`src/rtl/core/tcst_pkg.sv`:
```
`default_nettype none
// ----------------------------------------------------------------------------
// tcst_pkg
// Shared types and constants of the TCP connection state tracker.
// ----------------------------------------------------------------------------
package tcst_pkg;

	localparam int unsigned ADDR_W      = 32;
	localparam int unsigned FLAGS_W     = 8;
	localparam int unsigned STATE_W     = 4;
	localparam int unsigned DIR_W       = 2;
	localparam int unsigned CFG_INDEX_W = 1;
	localparam int unsigned QUEUE_DEPTH = 2;

	localparam logic [FLAGS_W-1:0] TH_FIN  = 8'h01;
	localparam logic [FLAGS_W-1:0] TH_SYN  = 8'h02;
	localparam logic [FLAGS_W-1:0] TH_RST  = 8'h04;
	localparam logic [FLAGS_W-1:0] TH_PUSH = 8'h08;
	localparam logic [FLAGS_W-1:0] TH_ACK  = 8'h10;

	typedef enum logic [CFG_INDEX_W-1:0] {
		CFG_CLIENT_ADDR = 1'b0,
		CFG_SERVER_ADDR = 1'b1
	} cfg_index_t;

	typedef enum logic [STATE_W-1:0] {
		ST_LISTEN      = 4'd0,
		ST_SYN_SENT    = 4'd1,
		ST_SYN_RCVD    = 4'd2,
		ST_ESTABLISHED = 4'd3,
		ST_FIN_WAIT_1  = 4'd4,
		ST_FIN_WAIT_2  = 4'd5,
		ST_CLOSE_WAIT  = 4'd6,
		ST_LAST_ACK    = 4'd7,
		ST_TIME_WAIT   = 4'd8,
		ST_CLOSED      = 4'd9
	} tcp_state_t;

	typedef enum logic [DIR_W-1:0] {
		PKT_UNRELATED   = 2'd0,
		PKT_FROM_CLIENT = 2'd1,
		PKT_FROM_SERVER = 2'd2
	} dir_t;

	// A classified packet as it travels from the front end to the back end.
	typedef struct packed {
		dir_t               dir;
		logic [FLAGS_W-1:0] flags;
	} pkt_word_t;

endpackage

`default_nettype wire

```
`src/rtl/core/tcst_front.sv`:
```
`default_nettype none
// ----------------------------------------------------------------------------
// tcst_front
// Holds the endpoint address registers and classifies each packet's direction.
// ----------------------------------------------------------------------------
module tcst_front (
	input  wire logic                        clk,
	input  wire logic                        arst_n,
	input  wire logic                        cfg_we,
	input  wire logic [tcst_pkg::CFG_INDEX_W-1:0] cfg_index,
	input  wire logic [tcst_pkg::ADDR_W-1:0] cfg_data,
	input  wire logic [tcst_pkg::ADDR_W-1:0] src_addr,
	input  wire logic [tcst_pkg::ADDR_W-1:0] dst_addr,
	input  wire logic [tcst_pkg::FLAGS_W-1:0] flags,
	output tcst_pkg::pkt_word_t              word
);
	import tcst_pkg::*;

	logic [ADDR_W-1:0] client_addr_q;
	logic [ADDR_W-1:0] server_addr_q;

	always_ff @(posedge clk or negedge arst_n) begin
		if (!arst_n) begin
			client_addr_q <= '0;
			server_addr_q <= '0;
		end else if (cfg_we) begin
			unique case (cfg_index_t'(cfg_index))
				CFG_CLIENT_ADDR: client_addr_q <= cfg_data;
				CFG_SERVER_ADDR: server_addr_q <= cfg_data;
				default: ;
			endcase
		end
	end

	// When both addresses are equal, the client match wins.
	always_comb begin
		word.flags = flags;
		priority if (src_addr == client_addr_q && dst_addr == server_addr_q) begin
			word.dir = PKT_FROM_CLIENT;
		end else if (dst_addr == client_addr_q && src_addr == server_addr_q) begin
			word.dir = PKT_FROM_SERVER;
		end else begin
			word.dir = PKT_UNRELATED;
		end
	end

endmodule

`default_nettype wire

```
`src/rtl/core/tcst_queue.sv`:
```
`default_nettype none
// ----------------------------------------------------------------------------
// tcst_queue
// Short queue of classified packet words between the front and back ends.
// ----------------------------------------------------------------------------
module tcst_queue (
	input  wire logic               clk,
	input  wire logic               arst_n,
	input  wire logic               push,
	input  tcst_pkg::pkt_word_t     push_word,
	output logic                    full,
	input  wire logic               pop,
	output tcst_pkg::pkt_word_t     head_word,
	output logic                    not_empty
);
	import tcst_pkg::*;

	localparam int unsigned PTR_W = (QUEUE_DEPTH > 1) ? $clog2(QUEUE_DEPTH) : 1;
	localparam int unsigned CNT_W = $clog2(QUEUE_DEPTH + 1);
	localparam logic [PTR_W-1:0] LAST_PTR = PTR_W'(QUEUE_DEPTH - 1);
	localparam logic [CNT_W-1:0] FULL_CNT = CNT_W'(QUEUE_DEPTH);

	pkt_word_t        entry_q [QUEUE_DEPTH];
	logic [PTR_W-1:0] wr_ptr_q;
	logic [PTR_W-1:0] rd_ptr_q;
	logic [CNT_W-1:0] count_q;

	assign full      = (count_q == FULL_CNT);
	assign not_empty = (count_q != '0);
	assign head_word = entry_q[rd_ptr_q];

	always_ff @(posedge clk) begin
		if (push) begin
			entry_q[wr_ptr_q] <= push_word;
		end
	end

	always_ff @(posedge clk or negedge arst_n) begin
		if (!arst_n) begin
			wr_ptr_q <= '0;
			rd_ptr_q <= '0;
			count_q  <= '0;
		end else begin
			if (push) begin
				wr_ptr_q <= (wr_ptr_q == LAST_PTR) ? '0 : wr_ptr_q + 1'b1;
			end
			if (pop) begin
				rd_ptr_q <= (rd_ptr_q == LAST_PTR) ? '0 : rd_ptr_q + 1'b1;
			end
			if (push && !pop) begin
				count_q <= count_q + 1'b1;
			end else if (pop && !push) begin
				count_q <= count_q - 1'b1;
			end
		end
	end

endmodule

`default_nettype wire

```
`src/rtl/core/tcst_back.sv`:
```
`default_nettype none
// ----------------------------------------------------------------------------
// tcst_back
// Applies the connection transition table and holds the result register.
// ----------------------------------------------------------------------------
module tcst_back (
	input  wire logic                         clk,
	input  wire logic                         arst_n,
	input  wire logic                         word_valid,
	input  tcst_pkg::pkt_word_t               word,
	output logic                              word_take,
	output logic                              out_valid,
	input  wire logic                         out_ready,
	output logic [tcst_pkg::STATE_W-1:0]      client_side_state,
	output logic [tcst_pkg::STATE_W-1:0]      server_side_state,
	output logic [tcst_pkg::DIR_W-1:0]        packet_direction,
	output logic [tcst_pkg::DIR_W-1:0]        last_fin_direction
);
	import tcst_pkg::*;

	tcp_state_t client_q;
	tcp_state_t server_q;
	dir_t       fin_dir_q;
	logic       out_valid_q;
	dir_t       dir_q;

	tcp_state_t client_nx;
	tcp_state_t server_nx;
	dir_t       fin_dir_nx;

	logic [FLAGS_W-1:0] f;
	logic has_syn;
	logic has_rst;
	logic has_ack;

	assign word_take = word_valid && (!out_valid_q || out_ready);

	assign f       = word.flags;
	assign has_syn = (f & TH_SYN) != '0;
	assign has_rst = (f & TH_RST) != '0;
	assign has_ack = (f & TH_ACK) != '0;

	always_comb begin
		client_nx  = client_q;
		server_nx  = server_q;
		fin_dir_nx = (f == TH_FIN) ? word.dir : fin_dir_q;
		unique case (word.dir)
			PKT_FROM_SERVER: begin
				// Server packets are keyed on the client side's state.
				unique case (client_q)
					ST_SYN_SENT: begin
						if (f == (TH_SYN | TH_ACK)) begin
							client_nx = ST_ESTABLISHED;
						end else if (f == TH_RST) begin
							client_nx = ST_CLOSED;
							server_nx = ST_CLOSED;
						end
					end
					ST_ESTABLISHED: begin
						if (f == (TH_FIN | TH_ACK) || f == (TH_FIN | TH_ACK | TH_PUSH)
								|| f == TH_FIN) begin
							client_nx = ST_CLOSE_WAIT;
							server_nx = ST_FIN_WAIT_1;
						end else if (f == TH_RST) begin
							client_nx = ST_CLOSED;
							server_nx = ST_CLOSED;
						end
					end
					ST_FIN_WAIT_1: begin
						if (f == TH_RST) begin
							client_nx = ST_CLOSED;
							server_nx = ST_CLOSED;
						end else if (f == (TH_FIN | TH_ACK)) begin
							client_nx = ST_FIN_WAIT_2;
							server_nx = ST_LAST_ACK;
						end else if (f == TH_ACK) begin
							client_nx = ST_FIN_WAIT_2;
							server_nx = ST_CLOSE_WAIT;
						end
					end
					ST_FIN_WAIT_2: begin
						if (f == (TH_FIN | TH_ACK) || f == TH_FIN) begin
							client_nx = ST_TIME_WAIT;
							server_nx = ST_LAST_ACK;
						end
					end
					ST_LAST_ACK: begin
						if (f == TH_ACK) begin
							client_nx = ST_CLOSED;
						end
					end
					ST_CLOSE_WAIT: begin
						if (f == TH_RST) begin
							client_nx = ST_CLOSED;
							server_nx = ST_CLOSED;
						end else if (f == (TH_ACK | TH_PUSH | TH_FIN)) begin
							client_nx = ST_LAST_ACK;
							server_nx = ST_FIN_WAIT_2;
						end else if (f == TH_ACK) begin
							server_nx = ST_FIN_WAIT_2;
						end
					end
					default: ;
				endcase
			end
			PKT_FROM_CLIENT: begin
				// Client packets are keyed on the server side's state.
				unique case (server_q)
					ST_LISTEN: begin
						if (has_syn && !has_rst) begin
							client_nx = ST_SYN_SENT;
							server_nx = ST_SYN_RCVD;
						end
					end
					ST_SYN_RCVD: begin
						if (has_rst) begin
							client_nx = ST_CLOSED;
							server_nx = ST_CLOSED;
						end else if (has_ack) begin
							server_nx = ST_ESTABLISHED;
						end
					end
					ST_ESTABLISHED: begin
						if (f == (TH_FIN | TH_ACK)) begin
							client_nx = ST_FIN_WAIT_1;
							server_nx = ST_CLOSE_WAIT;
						end else if (f == (TH_FIN | TH_ACK | TH_PUSH)) begin
							client_nx = ST_CLOSE_WAIT;
							server_nx = ST_FIN_WAIT_1;
						end else if (has_rst) begin
							client_nx = ST_CLOSED;
							server_nx = ST_CLOSED;
						end
					end
					ST_LAST_ACK: begin
						if (has_ack) begin
							server_nx = ST_CLOSED;
						end
					end
					ST_FIN_WAIT_1: begin
						if (f == (TH_ACK | TH_FIN)) begin
							client_nx = ST_LAST_ACK;
							server_nx = ST_FIN_WAIT_2;
						end else if (has_rst) begin
							client_nx = ST_CLOSED;
							server_nx = ST_CLOSED;
						end else if (f == TH_ACK) begin
							client_nx = ST_CLOSE_WAIT;
							server_nx = ST_FIN_WAIT_2;
						end
					end
					ST_FIN_WAIT_2: begin
						if (f == (TH_FIN | TH_ACK) || f == TH_FIN) begin
							client_nx = ST_LAST_ACK;
							server_nx = ST_TIME_WAIT;
						end
					end
					ST_CLOSE_WAIT: begin
						if (f == TH_RST) begin
							client_nx = ST_CLOSED;
							server_nx = ST_CLOSED;
						end else if (has_ack) begin
							client_nx = ST_FIN_WAIT_2;
						end
					end
					default: ;
				endcase
			end
			default: ;
		endcase
	end

	always_ff @(posedge clk or negedge arst_n) begin
		if (!arst_n) begin
			client_q    <= ST_LISTEN;
			server_q    <= ST_LISTEN;
			fin_dir_q   <= PKT_UNRELATED;
			out_valid_q <= 1'b0;
		end else begin
			if (word_take) begin
				client_q  <= client_nx;
				server_q  <= server_nx;
				fin_dir_q <= fin_dir_nx;
			end
			if (word_take) begin
				out_valid_q <= 1'b1;
			end else if (out_ready) begin
				out_valid_q <= 1'b0;
			end
		end
	end

	always_ff @(posedge clk) begin
		if (word_take) begin
			dir_q <= word.dir;
		end
	end

	// The state registers double as the result register for both sides.
	assign out_valid          = out_valid_q;
	assign client_side_state  = client_q;
	assign server_side_state  = server_q;
	assign packet_direction   = dir_q;
	assign last_fin_direction = fin_dir_q;

endmodule

`default_nettype wire

```
`src/rtl/core/tcp_connection_state_tracker_core.sv`:
```
`default_nettype none
// ----------------------------------------------------------------------------
// tcp_connection_state_tracker_core
// Tracks the client-side and server-side TCP states of one connection.
// ----------------------------------------------------------------------------
// Packet headers enter on the input channel (in_valid/in_ready): source and
// destination IPv4 address and the TCP flag byte. Each word yields one result
// word on the output channel (out_valid/out_ready): both side states after the
// update, the packet's direction and the direction of the latest bare FIN.
// The endpoint addresses are written through the cfg channel (index 0 client,
// index 1 server); cfg_ready is always high, and writes belong in idle time.
// The front end compares addresses and pushes the classified word into a
// two-entry queue; the back end pops one word a cycle into the table update
// while the receiver takes results. A result passes through the queue entry
// and then the state registers, and one word per cycle is sustained while
// out_ready stays high. When the receiver stalls, the result register holds
// and the queue fills; in_ready drops only once both queue entries are taken.
// Reset clears the addresses to zero, both states to LISTEN and the recorded
// FIN direction to none; the queue and result register come up empty.
// ----------------------------------------------------------------------------
module tcp_connection_state_tracker_core (
	input  wire logic                              clk,
	input  wire logic                              arst_n,
	input  wire logic                              cfg_valid,
	output logic                                   cfg_ready,
	input  wire logic [tcst_pkg::CFG_INDEX_W-1:0]  cfg_index,
	input  wire logic [tcst_pkg::ADDR_W-1:0]       cfg_data,
	input  wire logic                              in_valid,
	output logic                                   in_ready,
	input  wire logic [tcst_pkg::ADDR_W-1:0]       pkt_src_addr,
	input  wire logic [tcst_pkg::ADDR_W-1:0]       pkt_dst_addr,
	input  wire logic [tcst_pkg::FLAGS_W-1:0]      tcp_flags,
	output logic                                   out_valid,
	input  wire logic                              out_ready,
	output logic [tcst_pkg::STATE_W-1:0]           client_side_state,
	output logic [tcst_pkg::STATE_W-1:0]           server_side_state,
	output logic [tcst_pkg::DIR_W-1:0]             packet_direction,
	output logic [tcst_pkg::DIR_W-1:0]             last_fin_direction
);
	import tcst_pkg::*;

	pkt_word_t front_word;
	pkt_word_t head_word;
	logic      queue_full;
	logic      queue_not_empty;
	logic      queue_pop;
	logic      queue_push;

	assign cfg_ready  = 1'b1;
	assign in_ready   = !queue_full;
	assign queue_push = in_valid && !queue_full;

	tcst_front u_front (
		.clk       (clk),
		.arst_n    (arst_n),
		.cfg_we    (cfg_valid),
		.cfg_index (cfg_index),
		.cfg_data  (cfg_data),
		.src_addr  (pkt_src_addr),
		.dst_addr  (pkt_dst_addr),
		.flags     (tcp_flags),
		.word      (front_word)
	);

	tcst_queue u_queue (
		.clk       (clk),
		.arst_n    (arst_n),
		.push      (queue_push),
		.push_word (front_word),
		.full      (queue_full),
		.pop       (queue_pop),
		.head_word (head_word),
		.not_empty (queue_not_empty)
	);

	tcst_back u_back (
		.clk                (clk),
		.arst_n             (arst_n),
		.word_valid         (queue_not_empty),
		.word               (head_word),
		.word_take          (queue_pop),
		.out_valid          (out_valid),
		.out_ready          (out_ready),
		.client_side_state  (client_side_state),
		.server_side_state  (server_side_state),
		.packet_direction   (packet_direction),
		.last_fin_direction (last_fin_direction)
	);

endmodule

`default_nettype wire
```
`config.mk`:
```
export PLATFORM = sky130hd
export DESIGN_NAME = tcp_connection_state_tracker_core
export DESIGN_NICKNAME = d
export VERILOG_FILES = /design/src/rtl/core/tcst_pkg.sv /design/src/rtl/core/tcst_front.sv /design/src/rtl/core/tcst_queue.sv /design/src/rtl/core/tcst_back.sv /design/src/rtl/core/tcp_connection_state_tracker_core.sv
export SDC_FILE = /design/constraint.sdc
export NUM_CORES = 1
export LEC_CHECK = 0
export BUFFER_PORTS_ARGS = -buffer_cell sky130_fd_sc_hd__buf_2
export CORE_MARGIN = 2
export CORE_UTILIZATION = 40
export DETAILED_ROUTE_END_ITERATION = 16
export PLACE_DENSITY_LB_ADDON = 0.15
export SLEW_MARGIN = 20
export SYNTH_ARGS = -nofsm -noshare
export SYNTH_HDL_FRONTEND = slang
export SYNTH_SLANG_ARGS = --single-unit
```
`constraint.sdc`:
```
create_clock -name clk -period 5 [get_ports clk]
set_input_delay 1 -clock clk [delete_from_list [all_inputs] [get_ports clk]]
set_output_delay 1 -clock clk [all_outputs]
set_load 0.01 [all_outputs]
```
### After elaboration in Yosys (flattened, before gate mapping)

Memories as Yosys holds them, arrays and structs flattened.
Cells that the tools add are included.

* output and inout bits: 15
* bits in registers: 81
* bits of input ports: 110
* RAM bits: 20
* logic and storage cells: 136
* memories: 1

Memory list
* u_queue.entry_q: depth 2, width 10, rd ports 1, clocked after memory_dff 0, wr ports 1, line tcst_queue.sv:23 `pkt_word_t entry_q [QUEUE_DEPTH];`

* muxes and demuxes: 53
* eq/ne operators: 41
* $add $sub $neg: 4
* reductions and logical operators: 26
* bitwise logic cells: 1

Operator list (number)
* 2-to-1 mux 4 bit: 37
* equality test 32 bit: 4
* one-hot mux 4 bit (6 select lines): 2
* equality test 4 x 3 -> 1 bit, second input constant: 8
* equality test 8 x 5 -> 1 bit, second input constant: 4
* one-hot mux 4 bit (7 select lines): 1
* AND reduction 12 bit: 2
* one-hot mux 4 bit (5 select lines): 1
* one-hot mux 4 bit (2 select lines): 2
* inequality test 7 x 6 -> 1 bit, second input constant: 2
* equality test 4 x 2 -> 1 bit, second input constant: 3
* inequality test 3 x 2 -> 1 bit, second input constant: 4
* inequality test 5 x 3 -> 1 bit, second input constant: 2
* equality test 8 x 1 -> 1 bit, second input constant: 1
* equality test 8 x 3 -> 1 bit, second input constant: 1
* 2-to-1 mux 2 bit: 4
* inequality test 8 x 7 -> 1 bit, second input constant: 1
* nonzero test 2 bit: 4
* logical AND 1 bit: 7
* 2-to-1 mux 1 bit: 6
* inequality test 3 bit, second input constant: 2
* inequality test 6 x 5 -> 1 bit, second input constant: 1
* AND reduction 2 bit: 3
* logical NOT 1 bit: 5
* 13 further kinds: 18

### Longest topological paths before layout

* word-level depth: 7
* depth in mapped cells: 12
* mapped depth without buffers: 10

### Hierarchy

From an unflattened synthesis, not the netlist that was laid out.

* cell total of the unflattened synthesis: 567
* area, all modules: 6414.9 um2

Modules (own cells, without submodules)
* tcst_front: seq. area each 1601.5 um2, cells an instance 316, area each 3826.2 um2, times used 1
* tcst_back: seq. area each 335.3 um2, cells an instance 200, area each 1617.8 um2, times used 1
* tcst_queue: seq. area each 700.7 um2, cells an instance 47, area each 949.7 um2, times used 1
* tcp_connection_state_tracker_core: seq. area each 0.0 um2, cells an instance 4, area each 21.3 um2, times used 1

### Worst setup path after synthesis

Ideal clock, no wire load.

* kind: register to register
* start point: reg u_queue.rd_ptr_q
* end point: reg u_back.client_q[3], in the netlist u_back.client_side_state[3]
* path slack: 2.064 ns
* stages on the path, launching flop included: 12
* library setup time: 0.119 ns
* data required time: 4.881 ns
* clock period less this slack: 2.936 ns
* arrival: 2.817 ns
* buffers on the path: 2
* cell sequence: dfrtp_1 buf_6 buf_2 mux2_2 ha_1 nand2b_1 nor2_1 a311o_1 a211oi_2 nor4b_4 o221ai_1 o21a_1

RTL lines
* start: declaration: line tcst_queue.sv:25 `logic [PTR_W-1:0] rd_ptr_q;`
* start signal: assignment: line tcst_queue.sv:48 `rd_ptr_q <= (rd_ptr_q == LAST_PTR) ? '0 : rd_ptr_q + 1'b1;`
* end signal: assignment: line tcst_back.sv:181 `client_q <= client_nx;`
* end: declaration: line tcst_back.sv:21 `tcp_state_t client_q;`

==> flow_metrics.env <==
export IMPL_crit_slowest_cell="dfrtp_1"
export IMPL_crit_fanout=26
export IMPL_finalPower_mw=3.26
export IMPL_syn_num_nets=705
export IMPL_ctsLongestPathBuffers=2
export IMPL_power_leakage_nw=2.98
export IMPL_place_ws_ns=1.38
export IMPL_rsz0062_at_grt="no"
export IMPL_startpoint="u_queue.rd_ptr_q"
export IMPL_synthesis_area_mm2=0.00638
export IMPL_tightestPinTransition_ns=0.999
export IMPL_pwr_share_seq_pct=40.5
export IMPL_start_util_pct=40.6
export IMPL_cts_sinks=101
export IMPL_status="finished clean"
export IMPL_clkTransAtPathRegs_ns=0.07
export IMPL_synth_edf_count=22
export IMPL_numCtsBuffers=9
export IMPL_p_comb_share_pct=38.7
export IMPL_cp_data_arrival_time_ns=3.92
export IMPL_cts_resized=0
export IMPL_fin_hold_ws_ns=0.501
export IMPL_drive_gt1_share_pct=30.8
export IMPL_vias_per_cell=5.46
export IMPL_io_pins=125
export IMPL_syn_to_final_growth_pct=17.1
export IMPL_synth_top_area_share_pct=31.0
export IMPL_dr_pass1_iters=5
export IMPL_ys_seq_area_share_pct=41.3
export IMPL_fin_ws_ns=1.33
export IMPL_cts_root_buf="clkbuf_16"
export IMPL_rrSetupSlack_ns=1.33
export IMPL_timing_reg2reg_worst_path_depth=9
export IMPL_ys_top_cells_by_area="dfrtp_1, mux2_2, edfxtp_1, xnor2_1, xor2_1"
export IMPL_placed_cells=910
export IMPL_fill_cells=1496
export IMPL_peakVddDrop_uv=218
export IMPL_drv_slew=0
export IMPL_ant_nets=0
export IMPL_antenna_found_initial=3
export IMPL_cp_end_kind="flop"
export IMPL_fmax_ghz=0.272
export IMPL_p_clk_share_pct=20.8
export IMPL_cts_hold_buf=0
export IMPL_synthTopCellsByCount="dfrtp_1, xnor2_1, mux2_2, xor2_1"
export IMPL_drtIter0Drc=295
export IMPL_grt_first_pass_wirelength_um=29000
export IMPL_wl_per_cell_um=20.2
export IMPL_rr_startpoint="u_queue.rd_ptr_q"
export IMPL_p_int_mw=1.95
export IMPL_grt_pass1_vias=5333
export IMPL_netlist_instances=592
export IMPL_overflow=0
export IMPL_grt_start_max_net_pins=47
export IMPL_startpoint_type="flop"
export IMPL_critPathBufInv=0
export IMPL_synth_area_leader_cell="dfrtp_1"
export IMPL_htree_levels=3
export IMPL_dieArea_mm2=0.0170
export IMPL_min_period_ns=3.67
export IMPL_maxCapViolations=0
export IMPL_path_depth=9
export IMPL_setup_viol=0
export IMPL_cpPeakStageDelay_ns=0.87
export IMPL_clk_latency_ns=0.35
export IMPL_synth_ff_type="dfrtp_1"
export IMPL_routed_wl_um=18700
export IMPL_via_count=5064
export IMPL_drc_errors=0
export IMPL_hold_viol=0
export IMPL_instances_no_fill=927
export IMPL_synth_area_per_cell_um2=10.8
export IMPL_worstSetupPathType="flop to flop"
export IMPL_powerDensity_mw_per_mm2=437
export IMPL_io_buffers=123
export IMPL_cp_top_family="compound AO/OA/AOI/OAI gates"
export IMPL_tritoncts="yes"
export IMPL_post_synth_top_count_cell="dfrtp_1"
export IMPL_fp_row_count=46
export IMPL_core_area_mm2=0.0157
export IMPL_slew_limit_headroom_pct=31.7
export IMPL_nets=818
export IMPL_postCtsSetupBuffers=0
export IMPL_fin_skew_ns=0.00919
export IMPL_gp_congestion=0.982
export IMPL_ys_types=72
export IMPL_finalCritPeriodShare_pct=73.4
export IMPL_die_w_um=130
export IMPL_post_dp_hpwl_um=14500
export IMPL_worstPathRequired_ns=5.25
export IMPL_switchingPower_mw=1.32
export IMPL_die_y_um=130
export IMPL_crit_chain="mux2_2 -> ha_1 -> nand2b_1 -> nor2_1 -> a311o_1 -> a211oi_2 -> nor4b_4 -> o221ai_1 -> o21a_1"
export IMPL_r2r_end="u_back.client_side_state[3]"
export IMPL_track_usage_pct=23.0
export IMPL_synth_seq_cells=101
export IMPL_fin_tns_setup_ns=0
export IMPL_p_sw_share_pct=40.3
export IMPL_async_flop_share_pct=78.2
export IMPL_cp_endpoint="u_back.client_side_state[3]"
export IMPL_hp_class="flop to flop"
export IMPL_yosys_warnings=0
## worst min-delay path by stage
stage | start | endpoint | slack [ns] | cells after the start
final | u_back.out_valid | u_back.out_valid | 0.50 | 2
after global routing | u_back.out_valid | u_back.out_valid | 0.54 | 2
after CTS | u_back.out_valid | u_back.out_valid | 0.51 | 2
after detailed placement | u_queue.wr_ptr_q | u_queue.wr_ptr_q | 0.49 | 1
after global placement | u_queue.wr_ptr_q | u_queue.wr_ptr_q | 0.48 | 1
after floorplan | u_queue.wr_ptr_q | u_queue.wr_ptr_q | 0.46 | 1
## layer usage
layer	track usage (%)	routed length, um	vias up
met1	26.0	7410	2468
met3	5.25	962	46
met2	41.9	9730	163
met4	8.79	564	4
met5	0	21	-
li1	-	-	2383
## flip-flops by register name (all words and copies together) (netlist names)
name	count
u_queue.wr_ptr_q	1
u_back.packet_direction	2
u_front.server_addr_q	32
u_back.last_fin_direction	2
u_queue.count_q	2
u_back.server_side_state	4
u_front.client_addr_q	32
u_queue.rd_ptr_q	1
u_back.client_side_state	4
u_queue.entry_q	20
u_back.out_valid	1
## area by class of cell
type	count	area, um2	share of cell area, %
Antenna cell	1	2.50	0.0335
Clock buffer	12	236	3.16
Clock inverter	4	37.5	0.502
Inverter	13	48.8	0.653
Multi-Input combinational cell	452	3580	48.0
Sequential cell	101	2640	35.3
Tap cell	216	270	3.62
Timing Repair Buffer	128	656	8.77
## per-stage QoR
step	util, %	instance area (um2)
after detailed placement	45.8	7200
after global routing	47.5	7470
after global placement	45.8	7200
after CTS	47.5	7470
after floorplan	-	6380
final	47.6	7470
## worst min-delay path, cell delays in order, from the launching register on
cell and delay, ns:
dfrtp_1 0.34, nand2b_1 0.07, nand2_1 0.06
## placed cells by master, fill, tap and decap left out, types with 4 or more instances in the layout
cell type and n:
o21ai_0 12, buf_4 6, xor2_1 66, a21o_1 4
nor2b_1 7, a21oi_1 17, xnor2_1 69, nor4_1 24
o21ai_1 4, nand2_1 24, buf_2 122, nor2_1 24
o22ai_1 4, dfrtp_1 79, mux2_2 67, edfxtp_1 22
nand4_1 23, nand2b_1 9, nor3_1 10, clkbuf_16 9
nor3b_1 7, o21a_1 5, inv_1 13
## logic make-up after synthesis
group	share of synthesized area [%]
AOI/OAI and AO/OA	11.0
other	0.0588
xor gates and xnor gates	18.5
adders and majority gates	0.588
and+or+nand+nor	13.6
muxes	12.3
buffers and inverters	2.57
DFF	41.3
## power by group through the flow
stage / registers, mW / logic [mW] / clock network [mW]
floorplan: 1.20 / 0.969 / 0
global placement: 1.32 / 1.26 / 0
detailed placement: 1.33 / 1.26 / 0
CTS: 1.32 / 1.26 / 0.700
global route: 1.36 / 1.39 / 0.727
finish: 1.32 / 1.26 / 0.677
No activity file was read; power rests on OpenSTA's default activity.
